<file path="src/rtl/bhpq_pkg.sv">
// Shared types and constants for the binary heap priority queue.
`timescale 1ns / 1ps
`default_nettype none

package bhpq_pkg;

  localparam int CAPACITY_DEF  = 64;
  localparam int KEY_WIDTH_DEF = 32;

  localparam logic MODE_PUSH = 1'b0;
  localparam logic MODE_POP  = 1'b1;

  typedef enum logic [1:0] {
    ST_OK    = 2'd0,
    ST_FULL  = 2'd1,
    ST_EMPTY = 2'd2
  } status_t;

  typedef enum logic [3:0] {
    S_IDLE,
    S_UP_RD,
    S_UP_CMP,
    S_POP_WAIT,
    S_DN_RDL,
    S_DN_RDR,
    S_DN_PICK,
    S_DN_CMP,
    S_DONE
  } state_t;

endpackage

`default_nettype wire

</file>
<file path="src/rtl/bhpq_if.sv">
// Request and response channel interfaces of the heap queue.
`timescale 1ns / 1ps
`default_nettype none

interface bhpq_req_if #(
  parameter int KEY_WIDTH = 32
);
  logic                 valid;
  logic                 ready;
  logic                 mode;
  logic [KEY_WIDTH-1:0] key;

  modport source (output valid, mode, key, input ready);
  modport sink   (input valid, mode, key, output ready);
endinterface

interface bhpq_rsp_if #(
  parameter int KEY_WIDTH = 32,
  parameter int CNT_W     = 7
);
  logic                 valid;
  logic                 ready;
  logic [KEY_WIDTH-1:0] top_key;
  logic [KEY_WIDTH-1:0] popped_key;
  logic [CNT_W-1:0]     entry_count;
  logic                 is_empty;
  logic [1:0]           status;

  modport source (output valid, top_key, popped_key, entry_count, is_empty, status,
                  input ready);
  modport sink   (input valid, top_key, popped_key, entry_count, is_empty, status,
                  output ready);
endinterface

`default_nettype wire

</file>
<file path="src/rtl/bhpq_ram.sv">
// Generic simple dual-port RAM with one write port and a registered read port.
`timescale 1ns / 1ps
`default_nettype none

module bhpq_ram #(
  parameter int WIDTH = 32,
  parameter int DEPTH = 64,
  localparam int AW   = (DEPTH > 1) ? $clog2(DEPTH) : 1
) (
  input  wire logic             clk,
  input  wire logic             wr_en,
  input  wire logic [AW-1:0]    wr_addr,
  input  wire logic [WIDTH-1:0] wr_data,
  input  wire logic             rd_en,
  input  wire logic [AW-1:0]    rd_addr,
  output logic      [WIDTH-1:0] rd_data
);

  logic [WIDTH-1:0] mem [DEPTH];

  always_ff @(posedge clk) begin
    if (wr_en) begin
      mem[wr_addr] <= wr_data;
    end
    if (rd_en) begin
      rd_data <= mem[rd_addr];
    end
  end

endmodule

`default_nettype wire

</file>
<file path="src/rtl/bhpq_cmp.sv">
// Shared ordering comparator: true when a orders strictly ahead of b.
`timescale 1ns / 1ps
`default_nettype none

module bhpq_cmp #(
  parameter int KEY_WIDTH = 32
) (
  input  wire logic                 max_first,
  input  wire logic [KEY_WIDTH-1:0] a,
  input  wire logic [KEY_WIDTH-1:0] b,
  output logic                      ahead
);

  always_comb begin
    if (max_first) begin
      ahead = (a > b);
    end else begin
      ahead = (a < b);
    end
  end

endmodule

`default_nettype wire

</file>
<file path="src/rtl/binary_heap_priority_queue_unit.sv">
// Top level of the binary heap priority queue: sift sequencer around one RAM.
//
//   channel | dir | handshake     | payload
//   --------+-----+---------------+---------------------------------------------
//   req     | in  | valid/ready   | mode, key
//   rsp     | out | valid/ready   | top_key, popped_key, entry_count, is_empty,
//           |     |               | status
//   wr_*    | in  | wr_en only    | wr_data = max_first
//
// One request at a time; ready is high only while the sequencer is idle.
// A refused request or a pop of the last entry goes straight to the result; a push reads
// and compares one parent per level raised, a pop reads the left and right child and
// compares per level lowered, skipping the right read where a node has only a left child.
// Reset (rst, synchronous) empties the queue, clears max_first.
// A waiting result holds the sequencer in its final state only if a second would collide.
`timescale 1ns / 1ps
`default_nettype none

module binary_heap_priority_queue_unit
  import bhpq_pkg::*;
#(
  parameter int CAPACITY  = CAPACITY_DEF,
  parameter int KEY_WIDTH = KEY_WIDTH_DEF,
  localparam int ADDR_W   = $clog2(CAPACITY),
  localparam int CNT_W    = $clog2(CAPACITY + 1)
) (
  input  wire logic clk,
  input  wire logic rst,
  bhpq_req_if.sink  req,
  bhpq_rsp_if.source rsp,
  input  wire logic wr_en,
  input  wire logic wr_data
);

  localparam int EXT_W = ADDR_W + 2;

  state_t               state, state_next;
  logic [ADDR_W-1:0]    pos, pos_next;
  logic [CNT_W-1:0]     count, count_next;
  logic [KEY_WIDTH-1:0] moving, moving_next;
  logic [KEY_WIDTH-1:0] best, best_next;
  logic [ADDR_W-1:0]    best_idx, best_idx_next;
  logic [KEY_WIDTH-1:0] popped, popped_next;
  status_t              stat, stat_next;
  logic [KEY_WIDTH-1:0] root;
  logic                 max_first;

  logic                 rsp_valid, rsp_valid_next;
  logic [KEY_WIDTH-1:0] rsp_top, rsp_popped;
  logic [CNT_W-1:0]     rsp_count;
  logic                 rsp_empty;
  status_t              rsp_status;
  logic                 rsp_load;

  logic                 ram_we, ram_re;
  logic [ADDR_W-1:0]    ram_waddr, ram_raddr;
  logic [KEY_WIDTH-1:0] ram_wdata, ram_rdata;

  logic [KEY_WIDTH-1:0] cmp_a, cmp_b;
  logic                 cmp_before;

  logic [EXT_W-1:0]     child_ext, child1_ext, count_ext;
  logic [ADDR_W-1:0]    parent;

  bhpq_ram #(
    .WIDTH (KEY_WIDTH),
    .DEPTH (CAPACITY)
  ) u_ram (
    .clk     (clk),
    .wr_en   (ram_we),
    .wr_addr (ram_waddr),
    .wr_data (ram_wdata),
    .rd_en   (ram_re),
    .rd_addr (ram_raddr),
    .rd_data (ram_rdata)
  );

  bhpq_cmp #(
    .KEY_WIDTH (KEY_WIDTH)
  ) u_cmp (
    .max_first (max_first),
    .a         (cmp_a),
    .b         (cmp_b),
    .ahead     (cmp_before)
  );

  assign child_ext  = EXT_W'({pos, 1'b1});
  assign child1_ext = child_ext + EXT_W'(1);
  assign count_ext  = EXT_W'(count);
  assign parent     = (pos - ADDR_W'(1)) >> 1;

  // The comparator serves three compares: moving vs parent, right vs left
  // child, moving vs chosen child.
  always_comb begin
    case (state)
      S_DN_PICK: begin
        cmp_a = ram_rdata;
        cmp_b = best;
      end
      S_DN_CMP: begin
        cmp_a = moving;
        cmp_b = best;
      end
      default: begin
        cmp_a = moving;
        cmp_b = ram_rdata;
      end
    endcase
  end

  assign req.ready = (state == S_IDLE);

  always_comb begin
    state_next    = state;
    pos_next      = pos;
    count_next    = count;
    moving_next   = moving;
    best_next     = best;
    best_idx_next = best_idx;
    popped_next   = popped;
    stat_next     = stat;
    ram_we        = 1'b0;
    ram_waddr     = pos;
    ram_wdata     = moving;
    ram_re        = 1'b0;
    ram_raddr     = pos;
    rsp_load      = 1'b0;

    case (state)
      S_IDLE: begin
        if (req.valid) begin
          popped_next = '0;
          stat_next   = ST_OK;
          if (req.mode == MODE_PUSH) begin
            if (count >= CNT_W'(CAPACITY)) begin
              stat_next  = ST_FULL;
              state_next = S_DONE;
            end else begin
              pos_next    = count[ADDR_W-1:0];
              moving_next = req.key;
              count_next  = count + CNT_W'(1);
              state_next  = S_UP_RD;
            end
          end else begin
            if (count == '0) begin
              stat_next  = ST_EMPTY;
              state_next = S_DONE;
            end else begin
              popped_next = root;
              count_next  = count - CNT_W'(1);
              if (count == CNT_W'(1)) begin
                state_next = S_DONE;
              end else begin
                // fetch the last entry; it becomes the moving entry
                ram_re     = 1'b1;
                ram_raddr  = ADDR_W'(count - CNT_W'(1));
                state_next = S_POP_WAIT;
              end
            end
          end
        end
      end

      S_UP_RD: begin
        if (pos == '0) begin
          ram_we     = 1'b1;
          state_next = S_DONE;
        end else begin
          ram_re     = 1'b1;
          ram_raddr  = parent;
          state_next = S_UP_CMP;
        end
      end

      S_UP_CMP: begin
        ram_we = 1'b1;
        if (cmp_before) begin
          // move the parent down into the hole
          ram_wdata  = ram_rdata;
          pos_next   = parent;
          state_next = S_UP_RD;
        end else begin
          state_next = S_DONE;
        end
      end

      S_POP_WAIT: begin
        moving_next = ram_rdata;
        pos_next    = '0;
        state_next  = S_DN_RDL;
      end

      S_DN_RDL: begin
        if (child_ext >= count_ext) begin
          ram_we     = 1'b1;
          state_next = S_DONE;
        end else begin
          ram_re     = 1'b1;
          ram_raddr  = child_ext[ADDR_W-1:0];
          state_next = S_DN_RDR;
        end
      end

      S_DN_RDR: begin
        best_next     = ram_rdata;
        best_idx_next = child_ext[ADDR_W-1:0];
        if (child1_ext < count_ext) begin
          ram_re     = 1'b1;
          ram_raddr  = child1_ext[ADDR_W-1:0];
          state_next = S_DN_PICK;
        end else begin
          state_next = S_DN_CMP;
        end
      end

      S_DN_PICK: begin
        // left child wins a tie
        if (cmp_before) begin
          best_next     = ram_rdata;
          best_idx_next = child1_ext[ADDR_W-1:0];
        end
        state_next = S_DN_CMP;
      end

      S_DN_CMP: begin
        ram_we = 1'b1;
        if (cmp_before) begin
          state_next = S_DONE;
        end else begin
          ram_wdata  = best;
          pos_next   = best_idx;
          state_next = S_DN_RDL;
        end
      end

      S_DONE: begin
        // hold until the output register is free
        if (!rsp_valid || rsp.ready) begin
          rsp_load   = 1'b1;
          state_next = S_IDLE;
        end
      end

      default: begin
        state_next = S_IDLE;
      end
    endcase
  end

  always_comb begin
    rsp_valid_next = rsp_valid;
    if (rsp_load) begin
      rsp_valid_next = 1'b1;
    end else if (rsp.ready) begin
      rsp_valid_next = 1'b0;
    end
  end

  always_ff @(posedge clk) begin
    if (rst) begin
      state     <= S_IDLE;
      count     <= '0;
      moving    <= '0;
      stat      <= ST_OK;
      rsp_valid <= 1'b0;
      max_first <= 1'b0;
    end else begin
      state     <= state_next;
      count     <= count_next;
      moving    <= moving_next;
      stat      <= stat_next;
      rsp_valid <= rsp_valid_next;
      if (wr_en) begin
        max_first <= wr_data;
      end
    end
  end

  always_ff @(posedge clk) begin
    pos      <= pos_next;
    best     <= best_next;
    best_idx <= best_idx_next;
    popped   <= popped_next;
    // mirror of entry zero so the top is known without a read
    if (ram_we && ram_waddr == '0) begin
      root <= ram_wdata;
    end
    if (rsp_load) begin
      rsp_top    <= (count != '0) ? root : '0;
      rsp_popped <= popped;
      rsp_count  <= count;
      rsp_empty  <= (count == '0);
      rsp_status <= stat;
    end
  end

  assign rsp.valid       = rsp_valid;
  assign rsp.top_key     = rsp_top;
  assign rsp.popped_key  = rsp_popped;
  assign rsp.entry_count = rsp_count;
  assign rsp.is_empty    = rsp_empty;
  assign rsp.status      = rsp_status;

endmodule

`default_nettype wire

</file>
<file path="src/flat_wrapper.sv">
// flat-port wrapper written by rule: the top's interface ports become plain ports
module binary_heap_priority_queue_unit_flat import bhpq_pkg::*;
#(
  parameter int CAPACITY  = CAPACITY_DEF,
  parameter int KEY_WIDTH = KEY_WIDTH_DEF,
  localparam int ADDR_W   = $clog2(CAPACITY),
  localparam int CNT_W    = $clog2(CAPACITY + 1)
)
  (clk, rst, wr_en, wr_data, req_valid, req_mode, req_key, req_ready, rsp_valid, rsp_top_key, rsp_popped_key, rsp_entry_count, rsp_is_empty, rsp_status, rsp_ready);
  bhpq_req_if #(.KEY_WIDTH(KEY_WIDTH)) req_i ();
  bhpq_rsp_if #(.KEY_WIDTH(KEY_WIDTH), .CNT_W(($clog2((CAPACITY_DEF) + 1)))) rsp_i ();
  input  wire logic clk;
  input  wire logic rst;
  input  wire logic wr_en;
  input  wire logic wr_data;
  input wire logic [$bits(req_i.valid)-1:0] req_valid;
  input wire logic [$bits(req_i.mode)-1:0] req_mode;
  input wire logic [$bits(req_i.key)-1:0] req_key;
  output wire logic [$bits(req_i.ready)-1:0] req_ready;
  output wire logic [$bits(rsp_i.valid)-1:0] rsp_valid;
  output wire logic [$bits(rsp_i.top_key)-1:0] rsp_top_key;
  output wire logic [$bits(rsp_i.popped_key)-1:0] rsp_popped_key;
  output wire logic [$bits(rsp_i.entry_count)-1:0] rsp_entry_count;
  output wire logic [$bits(rsp_i.is_empty)-1:0] rsp_is_empty;
  output wire logic [$bits(rsp_i.status)-1:0] rsp_status;
  input wire logic [$bits(rsp_i.ready)-1:0] rsp_ready;
  assign req_i.valid = req_valid;
  assign req_i.mode = req_mode;
  assign req_i.key = req_key;
  assign req_ready = req_i.ready;
  assign rsp_valid = rsp_i.valid;
  assign rsp_top_key = rsp_i.top_key;
  assign rsp_popped_key = rsp_i.popped_key;
  assign rsp_entry_count = rsp_i.entry_count;
  assign rsp_is_empty = rsp_i.is_empty;
  assign rsp_status = rsp_i.status;
  assign rsp_i.ready = rsp_ready;
  binary_heap_priority_queue_unit #(.CAPACITY(CAPACITY), .KEY_WIDTH(KEY_WIDTH)) u_core (.clk(clk), .rst(rst), .req(req_i), .rsp(rsp_i), .wr_en(wr_en), .wr_data(wr_data));
endmodule
</file>
<file path="config.mk">
export PLATFORM = sky130hd
export DESIGN_NAME = binary_heap_priority_queue_unit_flat
export DESIGN_NICKNAME = d
export VERILOG_FILES = /design/src/rtl/bhpq_pkg.sv /design/src/rtl/bhpq_if.sv /design/src/rtl/bhpq_ram.sv /design/src/rtl/bhpq_cmp.sv /design/src/rtl/binary_heap_priority_queue_unit.sv /design/src/flat_wrapper.sv
export SDC_FILE = /design/constraint.sdc
export NUM_CORES = 2
export LEC_CHECK = 0
export BUFFER_PORTS_ARGS = -buffer_cell sky130_fd_sc_hd__buf_4
export CAP_MARGIN = 40
export CORE_MARGIN = 5
export CORE_UTILIZATION = 35
export DETAILED_ROUTE_END_ITERATION = 7
export HOLD_SLACK_MARGIN = 0.05
export PLACE_DENSITY = 0.58
export SYNTH_ARGS = -nofsm -noshare
export SYNTH_HDL_FRONTEND = slang
export SYNTH_HIERARCHICAL = 1
export SYNTH_SLANG_ARGS = --single-unit
</file>
<file path="constraint.sdc">
create_clock -name clk -period 6.1 [get_ports clk]
set_input_delay 0 -clock clk [delete_from_list [all_inputs] [get_ports clk]]
set_output_delay 0 -clock clk [all_outputs]
set_load 0.03 [all_outputs]
</file>
==> out/qor.yml <==
setup_path:
  rr_worst_depth: 15
  reg2reg_slack_ps: 230
  path_max_fanout: 50
  r2r-start: "u_core/pos[0]"
  cp.required_ps: 6680
  cp-start-kind: "register"
  cp-startpoint: "u_core/pos[0]"
  endpoint: "u_core/u_ram/rd_data[12]"
  cp-end-kind: "register"
  setup.worst_path.class: "reg2reg"
  arrival_ps: 6460
  rr_endpoint: "u_core/u_ram/rd_data[12]"
placed_design:
  dp_slack_ps: 289
  gp_congestion: 0.867
  postPlaceCellArea_um2: 98300
  dp_hpwl_um: 145000
  port-buffer-count: 114
synth:
  ys_ff_latch: 2309
  synth_area_um2: 90300
  ys.flop_type: "edfxtp_1"
  ys_warn_count: 6
  ys_types: 75
  syn_inst: 4302
  synthTopCellsByCount: "edfxtp_1 (2262), mux4_2 (544), nor2_1 (268), mux2i_1 (129), o22ai_1 (121)"
  synth_most_common_cell: "edfxtp_1"
  synth_edf_count: 2262
  yosys.area.top_type: "edfxtp_1"
  ys_seq_area_frac: 0.762
  synth_area_per_cell_um2: 21.0
  synth_top_cell_area_share: 0.752
  async_flop_share: 0
  netlist_top_cells_area: "edfxtp_1 (75%), mux4_2 (14%), mux2i_1 (1.4%)"
  synth_fp_nets: 4392
timing:
  slew_violations: 0
  tns_ps: 0
  rsz0062_at_grt: "false"
  max_slew.worst_pin.slew_ps: 928
  max_slew_margin: 0.379
  skew_ps: 66.0
  fin_ws_ps: 227
  finalCritPeriodShare: 0.963
  hold_viol: 0
  fmax_mhz: 170
  setup_violations: 0
  period_needed_ps: 5870
clock_network:
  cts_buffers: 217
  cts.sinks: 2309
  post_cts_buffers: 0
  htreeDepth: 4
  root_buffer: "clkbuf_16"
  clk_pin_slew_worst_paths_ps: 60
  cts_buffer_depth: 3
  clk_latency_ps: 880
  cts_tree: "done"
  cts_resized: 0
floorplanning:
  initial_core_util: 0.352
  coreArea_um2: 257000
  num_rows: 186
  io_pins: 115
  die_area_um2: 268000
  die_w_um: 518
  chipHeight_um: 518
power:
  p_sw_mw: 25.0
  peakVddDrop_mv: 0.542
  combPwrFrac: 0.467
  pwr-share-clk: 0.204
  p_per_area_nw_per_um2: 622
  p_leak_nw: 34.3
  power.internal_mw: 41.3
  switching_share: 0.377
  power_frac_seq: 0.329
route:
  drc_errors: 0
  via_count: 46400
  post_drt_wl_per_cell_um: 29.8
  ant_nets: 0
  drtIter0Drc: 5167
  finalWirelength_um: 250000
  drtPass1Iterations: 5
  via_per_inst: 5.55
min_path:
  hp-class: "in2reg"
global_routing:
  track_usage: 0.183
  use_met2: 0.285
  grt_max_degree: 77
  antenna_found_initial: 9
  grt_pass1_vias: 46700
  use_met3: 0.0359
  grt-ovfl-total: 0
  grtUsageMet1: 0.261
  grt_pass1_wl_um: 356000
  busiest_layer: "met2"
finish:
  area_growth_syn_to_layout_pct: 17.9
  final_nets: 4894
  utilization: 0.415
  drive_gt1_frac: 0.300
  final_cell_area_um2: 107000
run_status:
  status: "completed"
flow_run:
  drv_cap: 0
metrics by stage:
step / power [mW] / hold WS, ps / instances
after global placement: 52.5 / 238 / 7845
after global routing: 69.0 / 148 / 8367
after detailed placement: 52.9 / 261 / 7860
after floorplan: 40.1 / 147 / 4302
after CTS: 66.7 / 85.1 / 8367
final: 66.3 / 152 / 8372
routing by layer:
metal	vias up	part of all wire	wire (µm)
met5	-	0.000040	10
met4	2	0.034	8530
met3	370	0.082	20600
met2	2085	0.46	115000
met1	25100	0.42	105000
li1	18900	-	-
power groups by stage:
stage	logic [mW]	registers, mW	clock network (mW)
finish	31.0	21.8	13.6
global route	32.7	21.8	14.5
floorplan	18.0	22.1	0
CTS	31.1	21.7	13.8
global placement	30.4	22.1	0
detailed placement	30.9	22.1	0
placed cells by master, fill, tap and decap left out, types with 6 or more instances in the layout:
| cell type | count |
|---|---|
| o221ai_1 | 27 |
| o32ai_1 | 6 |
| a311oi_1 | 9 |
| nor2_4 | 95 |
| buf_16 | 8 |
| clkinv_8 | 6 |
| edfxtp_1 | 2262 |
| xor2_1 | 7 |
| nand3_1 | 20 |
| nand3b_1 | 8 |
| a22oi_1 | 14 |
| ha_1 | 51 |
| nor2_1 | 173 |
| xnor2_1 | 11 |
| clkinv_1 | 43 |
| clkbuf_1 | 41 |
| o21ai_0 | 23 |
| clkinv_2 | 38 |
| nor2b_1 | 52 |
| mux2i_1 | 129 |
| bufinv_16 | 23 |
| inv_1 | 49 |
| nand2b_1 | 10 |
| nand2_1 | 67 |
| and2_1 | 35 |
| dlygate4sd3_1 | 109 |
| clkbuf_16 | 219 |
| or3_1 | 8 |
| clkinvlp_4 | 13 |
| nand4_1 | 9 |
| and3_1 | 6 |
| o22ai_1 | 120 |
| mux4_2 | 544 |
| buf_4 | 332 |
| nor3_1 | 16 |
| mux2_2 | 98 |
| buf_12 | 66 |
| dfxtp_1 | 47 |
| a21oi_1 | 89 |
timing repair:
item / in CTS / in global routing
endpoints found under the setup margin: 0 / 0
endpoints found under the hold margin: 121 / 0
hold buffers: 109 / 0
state kept, by name, indices dropped and copies added (netlist names):
name,count
u_core/rsp.valid,1
u_core/rsp.entry_count,7
u_core/u_ram/mem,2048
u_core/state,4
u_core/moving,32
u_core/rsp.status,2
u_core/root,32
u_core/best_idx,6
u_core/max_first,1
u_core/stat,2
u_core/u_ram/rd_data,32
u_core/best,32
u_core/pos,6
u_core/rsp.is_empty,1
u_core/rsp.top_key,32
u_core/count,7
u_core/rsp.popped_key,32
u_core/popped,32
worst min path at each step:
stage | from | end | depth (start not counted)
after CTS | rst | u_core/count[0] | 3
after global routing | rst | u_core/count[0] | 3
after global placement | wr_data | u_core/max_first | 3
after detailed placement | wr_data | u_core/max_first | 3
final | rst | u_core/count[0] | 3
after floorplan | wr_data | u_core/max_first | 2
cell type report:
| type | count | area, µm² |
|---|---|---|
| Clock buffer | 262 | 5660 |
| Timing Repair Buffer | 516 | 5140 |
| Inverter | 52 | 195 |
| Tap cell | 3384 | 4230 |
| Fill cell | 22300 | 150000 |
| Sequential cell | 2309 | 68900 |
| Multi-Input combinational cell | 1708 | 21000 |
| Clock inverter | 136 | 1470 |
| Antenna cell | 5 | 12.5 |
worst max-delay path: stages, from the launching register on:
cell and delay (ps):
edfxtp_1 390, buf_4 210, inv_1 220, ha_1 360
ha_1 310, o211ai_1 70, a21oi_1 240, o21ba_2 270
nor4_1 100, o21ai_4 660, buf_12 420, buf_4 360
mux4_2 540, mux4_2 540, o22ai_1 570, nor2_1 200
logic make-up after synthesis:
family,share of synthesized area
and+or+nand+nor,0.0280
muxes,0.162
adders and majority gates,0.00706
xor gates and xnor gates,0.00174
AOI/OAI and AO/OA,0.0243
buffers and inverters,0.0145
DFF,0.762
Power figures use the tool's default switching activity.
